--- src/rtl/fpdf_pkg.sv ---
// Shared types and character constants for the fixed-point decimal formatter.
// No dependencies; imported by fixed_point_decimal_formatter_core.
package fpdf_pkg;

    localparam int VALUE_W   = 64;
    localparam int NUM_DIGITS = 20;          // BCD digits of a 64-bit magnitude
    localparam int SCALE_DIGITS = 8;         // scale is ten to the eighth
    localparam int IN_TDATA_W = 80;
    localparam int IN_TUSER_W = 2;
    localparam int OUT_TDATA_W = 8;

    localparam logic [7:0] CH_NUL    = 8'h00;
    localparam logic [7:0] CH_COMMA  = 8'h2C;
    localparam logic [7:0] CH_DOLLAR = 8'h24;
    localparam logic [7:0] CH_DOT    = 8'h2E;
    localparam logic [7:0] CH_MINUS  = 8'h2D;
    localparam logic [7:0] CH_ZERO   = 8'h30;

    typedef enum logic [3:0] {
        ST_IDLE,
        ST_CONV,
        ST_ROUND,
        ST_SCAN,
        ST_SIGN,
        ST_DOLLAR,
        ST_INT,
        ST_DOT,
        ST_FRAC,
        ST_NUL
    } fmt_state_t;

    typedef logic [3:0] bcd_digit_t;

endpackage

--- src/rtl/fixed_point_decimal_formatter_core.sv ---
// Fixed-point to decimal ASCII formatter: shift-add-3 converter, serial
// rounding adder and character sequencer. Depends on fpdf_pkg.
//
// Usage:
//   Slave channel (s_*): one beat carries a signed 64-bit value scaled by
//   ten to the eighth, a fraction digit count, a room limit and two flags.
//   Master channel (m_*): one character per beat, m_tdata[7:0]; the text is
//   closed by a NUL beat with m_tlast high.
//   s_tready is high only while the core is idle. After a beat is taken the
//   core runs shift-add-3 conversion on the magnitude, serial decimal carry
//   for rounding, a scan that skips leading zeros, the sign and dollar
//   slots, then one character per cycle while m_tready allows, plus the NUL
//   beat. The next number is taken only once the core is back in idle; the
//   rounding carry runs through the single digit adder one digit at a time.
//   The output beat sits in a register; while m_tready is low the sequencer
//   holds and no character is lost. The core may accept the next number
//   while the final NUL still waits to be taken.
//   Reset (rst_n low, asynchronous) returns the core to idle with no output
//   beat pending.
module fixed_point_decimal_formatter_core (
    input  logic                            clk,
    input  logic                            rst_n,
    input  logic                            s_tvalid,
    output logic                            s_tready,
    // s_tdata: [63:0] value, [67:64] decimals, [74:68] room, [79:75] zero
    input  logic [fpdf_pkg::IN_TDATA_W-1:0] s_tdata,
    // s_tuser: [0] grouped, [1] dollar
    input  logic [fpdf_pkg::IN_TUSER_W-1:0] s_tuser,
    output logic                            m_tvalid,
    input  logic                            m_tready,
    // m_tdata: [7:0] ch
    output logic [fpdf_pkg::OUT_TDATA_W-1:0] m_tdata,
    output logic                            m_tlast
);
    import fpdf_pkg::*;

    fmt_state_t state_reg, state_next;

    logic [VALUE_W-1:0] mag_reg, mag_next;
    bcd_digit_t         bcd_reg [NUM_DIGITS];
    bcd_digit_t         bcd_next [NUM_DIGITS];
    logic [5:0]         cnt_reg, cnt_next;
    logic [4:0]         idx_reg, idx_next;
    logic               neg_reg, neg_next;
    logic               dol_reg, dol_next;
    logic               grp_reg, grp_next;
    logic [3:0]         dec_reg, dec_next;
    logic [6:0]         limit_reg, limit_next;
    logic [4:0]         sent_reg, sent_next;
    logic               first_reg, first_next;
    logic               comma_reg, comma_next;
    logic [1:0]         cnt3_reg, cnt3_next;
    logic [2:0]         add_reg, add_next;

    logic               out_valid_reg, out_valid_next;
    logic [7:0]         out_ch_reg, out_ch_next;
    logic               out_last_reg, out_last_next;

    logic               can_push, at_limit, want, push, need_comma;
    logic [7:0]         push_ch;
    bcd_digit_t         cur_digit;
    logic [4:0]         rsum;
    logic [4:0]         frac_end;
    logic [63:0]        in_value;
    logic [3:0]         in_dec;
    logic [6:0]         in_room;

    assign in_value = s_tdata[63:0];
    assign in_dec   = s_tdata[67:64];
    assign in_room  = s_tdata[74:68];

    assign s_tready = (state_reg == ST_IDLE);
    assign m_tvalid = out_valid_reg;
    assign m_tdata  = out_ch_reg;
    assign m_tlast  = out_last_reg;

    assign can_push   = !out_valid_reg || m_tready;
    assign at_limit   = ({2'b00, sent_reg} == limit_reg);
    assign cur_digit  = bcd_reg[idx_reg];
    assign rsum       = {1'b0, cur_digit} + {2'b00, add_reg};
    assign frac_end   = 5'(SCALE_DIGITS) - {1'b0, dec_reg};
    assign need_comma = grp_reg && !first_reg && (cnt3_reg == 2'd0) && !comma_reg;

    // integer digits left (this one included) modulo three, for idx 8..19
    function automatic logic [1:0] left_mod3(input logic [4:0] idx);
        logic [1:0] r;
        begin
            r = 2'd0;
            if (idx inside {5'd8, 5'd11, 5'd14, 5'd17})
                r = 2'd1;
            else if (idx inside {5'd9, 5'd12, 5'd15, 5'd18})
                r = 2'd2;
            return r;
        end
    endfunction

    // next state
    always_comb
    begin
        state_next = state_reg;
        case (state_reg)
            ST_IDLE:
            begin
                if (s_tvalid)
                    state_next = ST_CONV;
            end
            ST_CONV:
            begin
                if (cnt_reg == 6'd63)
                    state_next = (dec_reg < 4'(SCALE_DIGITS)) ? ST_ROUND : ST_SCAN;
            end
            ST_ROUND:
            begin
                if (rsum < 5'd10 || idx_reg == 5'(NUM_DIGITS - 1))
                    state_next = ST_SCAN;
            end
            ST_SCAN:
            begin
                if (idx_reg == 5'(SCALE_DIGITS) || cur_digit != 4'd0)
                    state_next = ST_SIGN;
            end
            ST_SIGN:
            begin
                if (!want)
                    state_next = ST_DOLLAR;
                else if (push)
                    state_next = at_limit ? ST_IDLE : ST_DOLLAR;
            end
            ST_DOLLAR:
            begin
                if (!want)
                    state_next = ST_INT;
                else if (push)
                    state_next = at_limit ? ST_IDLE : ST_INT;
            end
            ST_INT:
            begin
                if (push)
                begin
                    if (at_limit)
                        state_next = ST_IDLE;
                    else if (!need_comma && idx_reg == 5'(SCALE_DIGITS))
                        state_next = (dec_reg == 4'd0) ? ST_NUL : ST_DOT;
                end
            end
            ST_DOT:
            begin
                if (push)
                    state_next = at_limit ? ST_IDLE : ST_FRAC;
            end
            ST_FRAC:
            begin
                if (push)
                begin
                    if (at_limit)
                        state_next = ST_IDLE;
                    else if (idx_reg == frac_end)
                        state_next = ST_NUL;
                end
            end
            ST_NUL:
            begin
                if (push)
                    state_next = ST_IDLE;
            end
            default: state_next = ST_IDLE;
        endcase
    end

    // character to send in the current state
    always_comb
    begin
        want    = 1'b0;
        push_ch = CH_NUL;
        case (state_reg)
            ST_SIGN:
            begin
                want    = neg_reg;
                push_ch = CH_MINUS;
            end
            ST_DOLLAR:
            begin
                want    = dol_reg;
                push_ch = CH_DOLLAR;
            end
            ST_INT:
            begin
                want    = 1'b1;
                push_ch = need_comma ? CH_COMMA : (CH_ZERO | {4'd0, cur_digit});
            end
            ST_DOT:
            begin
                want    = 1'b1;
                push_ch = CH_DOT;
            end
            ST_FRAC:
            begin
                want    = 1'b1;
                push_ch = CH_ZERO | {4'd0, cur_digit};
            end
            ST_NUL:
            begin
                want    = 1'b1;
                push_ch = CH_NUL;
            end
            default:
            begin
                want    = 1'b0;
                push_ch = CH_NUL;
            end
        endcase
        if (at_limit || state_reg == ST_NUL)
            push_ch = CH_NUL;
        push = want && can_push;
    end

    // datapath
    always_comb
    begin
        mag_next   = mag_reg;
        bcd_next   = bcd_reg;
        cnt_next   = cnt_reg;
        idx_next   = idx_reg;
        neg_next   = neg_reg;
        dol_next   = dol_reg;
        grp_next   = grp_reg;
        dec_next   = dec_reg;
        limit_next = limit_reg;
        sent_next  = sent_reg;
        first_next = first_reg;
        comma_next = comma_reg;
        cnt3_next  = cnt3_reg;
        add_next   = add_reg;

        out_valid_next = out_valid_reg;
        out_ch_next    = out_ch_reg;
        out_last_next  = out_last_reg;
        if (out_valid_reg && m_tready)
            out_valid_next = 1'b0;
        if (push)
        begin
            out_valid_next = 1'b1;
            out_ch_next    = push_ch;
            out_last_next  = at_limit || state_reg == ST_NUL;
            sent_next      = sent_reg + 5'd1;
        end

        case (state_reg)
            ST_IDLE:
            begin
                if (s_tvalid)
                begin
                    neg_next   = in_value[63];
                    mag_next   = in_value[63] ? (64'd0 - in_value) : in_value;
                    dec_next   = (in_dec > 4'(SCALE_DIGITS)) ? 4'(SCALE_DIGITS) : in_dec;
                    grp_next   = s_tuser[0];
                    dol_next   = s_tuser[1];
                    limit_next = (in_room == 7'd0) ? 7'd0 : in_room - 7'd1;
                    cnt_next   = 6'd0;
                    sent_next  = 5'd0;
                    for (int j = 0; j < NUM_DIGITS; j++)
                        bcd_next[j] = 4'd0;
                end
            end
            ST_CONV:
            begin
                // add three to digits of five or more, then shift in the next bit
                for (int j = 0; j < NUM_DIGITS; j++)
                    bcd_next[j] = (bcd_reg[j] >= 4'd5) ? bcd_reg[j] + 4'd3 : bcd_reg[j];
                for (int j = NUM_DIGITS - 1; j > 0; j--)
                    bcd_next[j] = {bcd_next[j][2:0], bcd_next[j-1][3]};
                bcd_next[0] = {bcd_next[0][2:0], mag_reg[VALUE_W-1]};
                mag_next    = {mag_reg[VALUE_W-2:0], 1'b0};
                cnt_next    = cnt_reg + 6'd1;
                idx_next    = 5'(SCALE_DIGITS - 1) - {1'b0, dec_reg};
                add_next    = 3'd5;
                if (cnt_reg == 6'd63 && dec_reg == 4'(SCALE_DIGITS))
                    idx_next = 5'(NUM_DIGITS - 1);
            end
            ST_ROUND:
            begin
                if (rsum >= 5'd10)
                begin
                    bcd_next[idx_reg] = 4'(rsum - 5'd10);
                    add_next          = 3'd1;
                    idx_next          = idx_reg + 5'd1;
                end
                else
                    bcd_next[idx_reg] = rsum[3:0];
                if (rsum < 5'd10 || idx_reg == 5'(NUM_DIGITS - 1))
                    idx_next = 5'(NUM_DIGITS - 1);
            end
            ST_SCAN:
            begin
                if (idx_reg == 5'(SCALE_DIGITS) || cur_digit != 4'd0)
                begin
                    cnt3_next  = left_mod3(idx_reg);
                    first_next = 1'b1;
                    comma_next = 1'b0;
                end
                else
                    idx_next = idx_reg - 5'd1;
            end
            ST_INT:
            begin
                if (push && !at_limit)
                begin
                    if (need_comma)
                        comma_next = 1'b1;
                    else
                    begin
                        comma_next = 1'b0;
                        first_next = 1'b0;
                        cnt3_next  = (cnt3_reg == 2'd0) ? 2'd2 : cnt3_reg - 2'd1;
                        idx_next   = idx_reg - 5'd1;
                    end
                end
            end
            ST_FRAC:
            begin
                if (push)
                    idx_next = idx_reg - 5'd1;
            end
            default:
            begin
                idx_next = idx_reg;
            end
        endcase
    end

    always_ff @(posedge clk or negedge rst_n)
    begin
        if (!rst_n)
        begin
            state_reg     <= ST_IDLE;
            out_valid_reg <= 1'b0;
            cnt_reg       <= 6'd0;
            sent_reg      <= 5'd0;
            limit_reg     <= 7'd0;
        end
        else
        begin
            state_reg     <= state_next;
            out_valid_reg <= out_valid_next;
            cnt_reg       <= cnt_next;
            sent_reg      <= sent_next;
            limit_reg     <= limit_next;
        end
    end

    always_ff @(posedge clk)
    begin
        mag_reg      <= mag_next;
        bcd_reg      <= bcd_next;
        idx_reg      <= idx_next;
        neg_reg      <= neg_next;
        dol_reg      <= dol_next;
        grp_reg      <= grp_next;
        dec_reg      <= dec_next;
        first_reg    <= first_next;
        comma_reg    <= comma_next;
        cnt3_reg     <= cnt3_next;
        add_reg      <= add_next;
        out_ch_reg   <= out_ch_next;
        out_last_reg <= out_last_next;
    end

    a_accept_starts_conv: assert property (@(posedge clk) disable iff (!rst_n)
        s_tvalid && s_tready |=> state_reg == ST_CONV)
        else $error("accepted beat did not start conversion");

    a_last_is_nul: assert property (@(posedge clk) disable iff (!rst_n)
        m_tvalid && m_tlast |-> m_tdata == CH_NUL)
        else $error("final beat is not NUL");

    a_sent_bounded: assert property (@(posedge clk) disable iff (!rst_n)
        state_reg != ST_IDLE && state_reg != ST_CONV |-> {2'b00, sent_reg} <= limit_reg)
        else $error("sent more characters than room allows");

    a_conv_length: assert property (@(posedge clk) disable iff (!rst_n)
        state_reg == ST_CONV && cnt_reg != 6'd63 |=> state_reg == ST_CONV)
        else $error("conversion left early");

endmodule
--- config.mk ---
export PLATFORM = sky130hd
export DESIGN_NAME = fixed_point_decimal_formatter_core
export DESIGN_NICKNAME = d
export VERILOG_FILES = /design/src/rtl/fpdf_pkg.sv /design/src/rtl/fixed_point_decimal_formatter_core.sv
export SDC_FILE = /design/constraint.sdc
export NUM_CORES = 1
export LEC_CHECK = 0
export ABC_AREA = 1
export BUFFER_PORTS_ARGS = -buffer_cell sky130_fd_sc_hd__buf_2
export CAP_MARGIN = 20
export CELL_PAD_IN_SITES_DETAIL_PLACEMENT = 2
export CELL_PAD_IN_SITES_GLOBAL_PLACEMENT = 2
export CORE_AREA = 2 2 208 210
export DETAILED_ROUTE_END_ITERATION = 6
export DIE_AREA = 0 0 210 212
export GPL_ROUTABILITY_DRIVEN = 0
export MAX_ROUTING_LAYER = met4
export PLACE_DENSITY_LB_ADDON = 0.3
export SETUP_SLACK_MARGIN = 0.4
export SLEW_MARGIN = 10
export SYNTH_ARGS = -nofsm -noshare
export SYNTH_HDL_FRONTEND = slang
export SYNTH_SLANG_ARGS = --single-unit
--- constraint.sdc ---
create_clock -name clk -period 4.55 [get_ports clk]
set_input_delay 0 -clock clk [delete_from_list [all_inputs] [get_ports clk]]
set_output_delay 0 -clock clk [all_outputs]
set_load 0.02 [all_outputs]
# --- Yosys cells after proc, flatten, opt, wreduce, memory -nomap -nowiden ---
# Index checks and enable logic that the tools add are counted.
word_totals:
  regBits: 195
  input_bits: 86
  output_inout_bits: 11
  word_cells: 265
op_classes:
  addsub: 31
  n_lt_le_gt_ge: 26
  eq_ne: 39
  mux: 91
  bitwise: 1
  n_reduce_logical: 40
ops:
  columns: ["cell", "n"]
  rows:
  - ["$pmux 80 s3", 1]
  - ["$bwmux 80", 2]
  - ["$mux 4", 40]
  - ["$mux 80", 2]
  - ["$mux 64", 2]
  - ["$pmux 64 s2", 1]
  - ["$ge 4x3->1 const B", 20]
  - ["$add 4x2->4 const B", 19]
  - ["$sub 1x64->64 const A", 1]
  - ["$mux 5", 11]
  - ["$pmux 4 s10", 1]
  - ["$eq 5x4->1 const B", 6]
  - ["$pmux 6 s5", 1]
  - ["$pmux 5 s5", 1]
  - ["$ne 2x2->1 const B", 12]
  - ["$bmux 4 s5", 1]
  - ["$demux 4 s5", 1]
  - ["$eq 4x3->1 const B", 4]
  - ["$eq 5x5->1 const B", 3]
  - ["$ne 3x3->1 const B", 5]
  - ["$eq 4x4->1 const B", 3]
  - ["$mux 2", 6]
  - ["$mux 3", 4]
  - ["$pmux 6 s2", 1]
  - ["other kinds (45)", 80]

# --- Longest topological paths before layout ---
# Gate-level depths: netlist of the first run.
logic_depth:
  word_depth: 10
  depth_mapped: 24
  depth_no_buf: 20

# --- Least setup slack after synthesis of the first run ---
# OpenSTA, ideal clock, no wires.
synth_timing:
  path_type: "flip-flop to flip-flop"
  startpoint: "register idx_reg[0]"
  endpoint: "register add_reg[2], enable pin"
  setup_time_ns: 0.293
  arrival_ns: 3.115
  t_required_ns: 4.257
  path_slack_ns: 1.142
  path_stages_with_launch: 21
  n_path_buf: 5
  synth_period_minus_slack_ns: 3.408
  cell_sequence: "edfxtp_1 -> buf_6 -> buf_6 -> buf_2 -> o21ai_0 -> a21oi_1 -> or2_0 -> o21ai_1 -> nand2_1 -> ha_1 -> nand2_1 -> inv_1 -> nor2_1 -> clkbuf_1 -> inv_1 -> ha_1 -> nand3b_4 -> nand3_2 -> buf_4 -> nand2_1 -> nand2_1"
synth_between:
  elab_chain_len: 8
synth_rtl:
  columns: ["item", "line_no", "text"]
  rows:
  - ["start, declared", "fixed_point_decimal_formatter_core.sv:43", "logic [4:0] idx_reg, idx_next;"]
  - ["start signal, assigned", "fixed_point_decimal_formatter_core.sv:355", "idx_reg <= idx_next;"]
  - ["$not 5->6 (not written as such)", "fixed_point_decimal_formatter_core.sv:79", "assign cur_digit = bcd_reg[idx_reg];"]
  - ["$bmux 4 s5", "fixed_point_decimal_formatter_core.sv:79", null]
  - ["$mux 4 (not written as such) (2 in a row)", "fixed_point_decimal_formatter_core.sv:79", null]
  - ["$add 4x3->5", "fixed_point_decimal_formatter_core.sv:80", "assign rsum = {1'b0, cur_digit} + {2'b00, add_reg};"]
  - ["$ge 5x4->1", "fixed_point_decimal_formatter_core.sv:282", "if (rsum >= 5'd10)"]
  - ["$ne 2x2->1 (no source line)", null, null]
  - ["$reduce_and 2->1 (no source line)", null, null]
  - ["end signal, assigned", "fixed_point_decimal_formatter_core.sv:363", "add_reg <= add_next;"]
  - ["end, declared", "fixed_point_decimal_formatter_core.sv:53", "logic [2:0] add_reg, add_next;"]
# Every way passes these cells. The select of a mux whose other input is x is not followed.
# A chain may end at the register's enable or synchronous reset.

==> run metrics, run 1 <==
CTS Root Cell clkbuf_16; CP delay by family, top simple AND/OR/NAND/NOR gates; worst skew pair latency 0.52 ns; first-pass GRT wire length slightly below 100000 um; Peak VDD IR between 0.5 and 0.6 mV; max reg flops 80; initial antenna violation count 1; final setup vio count 0; largest net degree at the start of global routing 83; relative slew slack 0.368; routed vias/inst approximately 5.7; Tcrit/Tclk final 0.921; hold_sp s_tdata[46]; crit path time final between 4 and 5 ns; Die ar. between 40000 and 50000 sq um; row count 76; CP Cell Sequence buf_12, buf_12, o21ai_0, a21oi_1, or2_1, o21ai_1, nand2_1, ha_1, nand2_1, inv_1, nor2_1, inv_1, ha_1, clkinvlp_4, buf_4, o21ai_0, nand2_1, nand3_1, nand2_1; Port Buffer Count slightly below 90; RSZ-0062 raised after global routing false; Initial Utilization 0.355; most used flip-flop cell after synthesis edfxtp_1; Final ANT Viol Nets 0; Fillers ~5000; fraction of layout cells with a size suffix above 1 0.0933; DR iter-0 viols ~860; CTS tree done; pre-CTS setup slack between 0.2 and 0.25 ns; async set-reset flop share out of synthesis 0.120; MaxCap Viol Count 0; count of warnings emitted by yosys 0; fin worst setup slack approximately 0.36 ns; Final HPWL DP approximately 41000 um; Worst Hold Class in2reg; Tightest Pin Transition between 0.9 and 1 ns; Global Route Usage Sum 0.297; CP peak stage delay ~0.45 ns; #FFs+latches synth 191; drt pass-1 iters 5; # DRC 0; Std-Cell Core Area between 40000 and 50000 sq um; Clock transition at path regs roughly 0.080 ns; critical path data arrival time about 4.5 ns; post-synthesis sequential area ratio 0.372; Mapped Cells between 2000 and 2500; Netlist Area Pre-Place roughly 15000 sq um; Ports 97; Worst EP required roughly 4.8 ns; Setup TNS 0 ns; Setup CP Type reg2reg; H-tree Lvls 4; Design Power 16.2 mW; Clock Path Buffers 2; Max Fclk 239 MHz; final WL between 60000 and 70000 um; routed vias roughly 16000; Crit Path Max Fanout 28; most common cell after layout, fill and taps aside nand2_1; critical path capture point type register; EDFF count, synth ~170; CP Buf/Inv Count 6; number of distinct library cells after synthesis between 50 and 60; Wirelength per Cell about 23 um; Worst Setup SP idx_reg[0]; count of pins over their slew limit 0; Critical R2R Launch idx_reg[0]; CTS Buf Count 17; Worst Skew about 0.014 ns; Final Hold Vio Count 0; vias in the first global route about 18000; Static Leak ~7.7 nW; Mean Syn Cell Area about 7.2 sq um; total number of clock tree sinks 191; Die Wd 210 um; status complete, no violations; synthesis-to-finish area growth 16.8%; CP max stage cell ha_1; total grt overflow 0; commonest cells after routing, fill and taps aside 490 x nand2_1, 263 x inv_1, 253 x o21ai_0; Critical Path Source Type register; Final #Nets approximately 2400; PwrDens just over 900 nW/um^2; critical path's most frequent cell nand2_1; Die Height ~210 um
synth_stat cells, drive strengths merged (38+ instances only):
| master | number | area (sq um) |
|---|---|---|
| nand3 | 149 | 778 |
| nand2 | 494 | 1860 |
| nand4 | 64 | 400 |
| buf | 38 | 244 |
| o21ai | 284 | 1430 |
| xor2 | 51 | 447 |
| ha | 57 | 713 |
| edfxtp | 168 | 5040 |
| nor2 | 185 | 743 |
| clkbuf | 51 | 191 |
| inv | 277 | 1040 |
| a21oi | 117 | 589 |
final timing paths:
check                                to  slack, ns  depth (start not counted)
max in group asynchronous    cnt_reg[5]       4.13                          2
setup / recovery            bcd_reg[22]       0.36                         19
hold reg to reg              cnt_reg[5]       0.50                          1
min in group asynchronous  limit_reg[5]       0.05                          2
hold / removal              mag_reg[46]       0.04                          4
setup reg to reg            bcd_reg[22]       0.36                         19
report_power, final:
part | total (mW) | leakage, nW | switching, mW | internal [mW]
registers | 3.93 | 1.96 | 0.575 | 3.36
clock network | 1.59 | 0.273 | 0.826 | 0.768
logic | 10.6 | 5.48 | 7.55 | 3.08
through the flow:
stage	utilization	hold WS, ns	instance area [sq um]	cells
after floorplan	-	-0.296	15100	2106
after global placement	0.380	0.0165	16100	2687
after detailed placement	0.380	0.0272	16100	2687
after CTS	0.413	0.000748	17500	2799
after global routing	0.415	0.0658	17600	2808
final	0.415	0.0421	17600	2808
worst min-delay path: cells and delay by family:
kind / cells / cell delay (ns)
buffers and inverters: 2 / 0.21
AO/OA/AOI/OAI: 1 / 0.14
XOR/XNOR: 1 / 0.09
what timing repair did:
action	4_1_cts	5_1_grt
gates resized for setup	6	7
hold buffers	77	0
endpoints found under the hold margin	95	0
setup buffers	2	8
gates cloned	1	0
endpoints found under the setup margin	52	63
pin swaps	1	0
metal layers:
metal	vias to the layer above	GRT usage	wire length, um
li1	7373	-	-
met1	8051	0.339	26800
met2	368	0.525	32700
met3	139	0.0418	2210
met4	0	0.122	1890
met5	-	-	0
cells by family (layout without fill, tap and decap cells):
kind of cell             after synthesis  in the layout  share of synthesized area
buffers and inverters                369            524                     0.0987
flip-flops                           191            191                      0.372
adder cells (fa/ha/maj)               57             57                     0.0472
other                                  1              3                   0.000248
XOR/XNOR                              67             67                     0.0389
AO/OA/AOI/OAI                        472            472                      0.168
multiplexers                           1              1                   0.000663
AND/OR/NAND/NOR                      947            947                      0.274
layout make-up:
cell class / count / area (sq um) / area share
well taps: 546 / 683 / 0.0387
diodes: 1 / 2.50 / 0.000142
repair inverters: 1 / 7.51 / 0.000426
multi-input cells: 1546 / 8040 / 0.455
repair buffers: 211 / 1660 / 0.0939
flip-flops and latches: 191 / 5620 / 0.319
clock buffers: 19 / 433 / 0.0245
inverters: 280 / 1070 / 0.0607
clock inverters: 13 / 131 / 0.00745
(Power assumes the default switching activity.)
==> run 2: changes to the inputs <==
==> constraint.sdc (replaced) <==
create_clock -name clk -period 4.55 [get_ports clk]
set_input_delay 0.455 -clock clk [delete_from_list [all_inputs] [get_ports clk]]
set_output_delay 0.455 -clock clk [all_outputs]
set_load 0.02 [all_outputs]
==> run metrics, run 2 (synthesis results as in run 1) <==
Final Hold Vio Count 0 (unchanged); drt pass-1 iters 4 (-1); Final HPWL DP 41400 um (+1.3%); Setup CP Type reg2reg; total grt overflow 0 (unchanged); fraction of layout cells with a size suffix above 1 0.0967 (+0.00338); crit path time final 4.07 ns (-0.125 ns); commonest cells after routing, fill and taps aside 490 x nand2_1, 263 x inv_1, 253 x o21ai_0; CP peak stage delay 0.43 ns (-0.02 ns); most common cell after layout, fill and taps aside nand2_1; Die Height 212 um (unchanged); Die Wd 210 um (unchanged); row count 76 (unchanged); RSZ-0062 raised after global routing false; Global Route Usage Sum 0.277 (-0.0203); Ports 97 (unchanged); routed vias 15300 (-4.1%); Port Buffer Count 89 (unchanged); fin area 16800 sq um (-4.7%); ANT cells 0 (-1); Std-Cell Core Area 42500 sq um (unchanged); Clock Path Buffers 2 (unchanged); Die ar. 44500 sq um (unchanged); final WL 58400 um (-8.1%); Final ANT Viol Nets 0 (unchanged); Tightest Pin Transition 1.02 ns (+0.0701 ns); CP delay by family, top simple AND/OR/NAND/NOR gates; worst skew pair latency 0.51 ns (about the same); CTS tree done; routed vias/inst 5.60 (-1.3%); MaxCap Viol Count 0 (unchanged); vias in the first global route 17000 (-3.2%); total number of clock tree sinks 191 (unchanged); Final Util 0.395 (-0.0195); H-tree Lvls 4 (unchanged); max reg flops 80 (unchanged); CP Buf/Inv Count 6 (unchanged); CP Cell Sequence buf_12, buf_12, o21ai_0, a21oi_1, or2_1, o21ai_1, nand2_1, ha_1, nand2_1, inv_1, nor2_1, inv_1, ha_1, clkinvlp_4, buf_12, o21ai_0, nand2_1, nand3_1, nand2_1; Worst Skew 0.0118 ns (-0.00245 ns); CTS Root Cell clkbuf_16; largest net degree at the start of global routing 153 (+84%); Initial Utilization 0.355 (unchanged); Crit Path Max Fanout 23 (-18%); Post-DP Area 16100 sq um (-0.19%); critical path data arrival time 4.33 ns (-0.13 ns); CTS Buf Count 17 (unchanged); critical path capture point type register; status complete, no violations; initial antenna violation count 0 (-1); critical path's most frequent cell nand2_1; Worst Hold Class in2reg; Max Fclk 246 MHz (+3.1%); Tcrit/Tclk final 0.894 (-0.0275); first-pass GRT wire length 92600 um (-6.3%); relative slew slack 0.322 (-0.0466); Wirelength per Cell 21.4 um (-5.4%); Clock transition at path regs 0.08 ns (about the same); final setup vio count 0 (unchanged); CP max stage cell ha_1; DR iter-0 viols 793 (-8.1%); Critical Path Source Type register; Setup TNS 0 ns (unchanged); # DRC 0 (unchanged); synthesis-to-finish area growth 11.3%; count of pins over their slew limit 0 (unchanged); register-to-register setup slack 0.48 ns (+0.13 ns); Final #Nets 2312 (-3.3%); Worst EP required 4.81 ns (about the same)
==> run 2: metrics by stage <==
stage	setup slack [ns]	hold WS [ns]	instances
2_1_floorplan	1.14	0.159	2106
6_report	0.484	0.122	2728
5_1_grt	0.360	0.110	2728
3_3_place_gp	0.580	0.455	2688
3_5_place_dp	0.321	0.466	2688
4_1_cts	0.406	0.0920	2722
==> run 2: worst register-to-register path, stage by stage (launching register included) <==
cell and delay [ns]:
edfxtp_1 0.42, buf_12 0.16, buf_12 0.16, o21ai_0 0.23, a21oi_1 0.09, or2_1 0.26, o21ai_1 0.17, nand2_1 0.22
ha_1 0.39, nand2_1 0.09, inv_1 0.07, nor2_1 0.23, inv_1 0.08, ha_1 0.43, clkinvlp_4 0.17, buf_12 0.17
o21ai_0 0.23, nand2_1 0.10, nand3_1 0.09, nand2_1 0.06
==> run 2: layout make-up <==
cell class	count	area (sq um)
fill	5109	25700
multi-input combinational	1546	8030
sequential	191	5620
inverter	280	1070
timing repair buffer	132	848
tap	546	683
clock buffer	18	429
clock inverter	14	123
timing repair inverter	1	7.51
==> run 2: worst paths after layout <==
kind | startpoint | to | cells past startpoint
worst min-delay path | s_tuser[1] | dol_reg | 1
min in group asynchronous | rst_n | cnt_reg[5] | 2
worst min register to register | cnt_reg[5] | cnt_reg[5] | 1
worst max-delay path | idx_reg[0] | bcd_reg[14] | 19
worst max register to register | idx_reg[0] | bcd_reg[14] | 19
max in group asynchronous | rst_n | state_reg[3] | 2
==> run 2: layer usage <==
metal,vias to the layer above,track usage,part of all wire
met4,0,0.104,0.028
li1,7220,-,-
met3,100,0.0396,0.033
met5,-,-,0
met1,7681,0.323,0.44
met2,278,0.484,0.50
==> run 2: timing repair <==
item                       4_1_cts  5_1_grt
hold endpoints to repair        23        0
setup endpoints to repair       26       59
hold buffers                     1        0
resized for setup                3       11
setup buffers                    0        6
pin swaps                        0        0
cloned                           1        0
Power of run 2 is not shown: default switching activity piles up to over one toggle a cycle in this logic, so the estimate is an artifact.
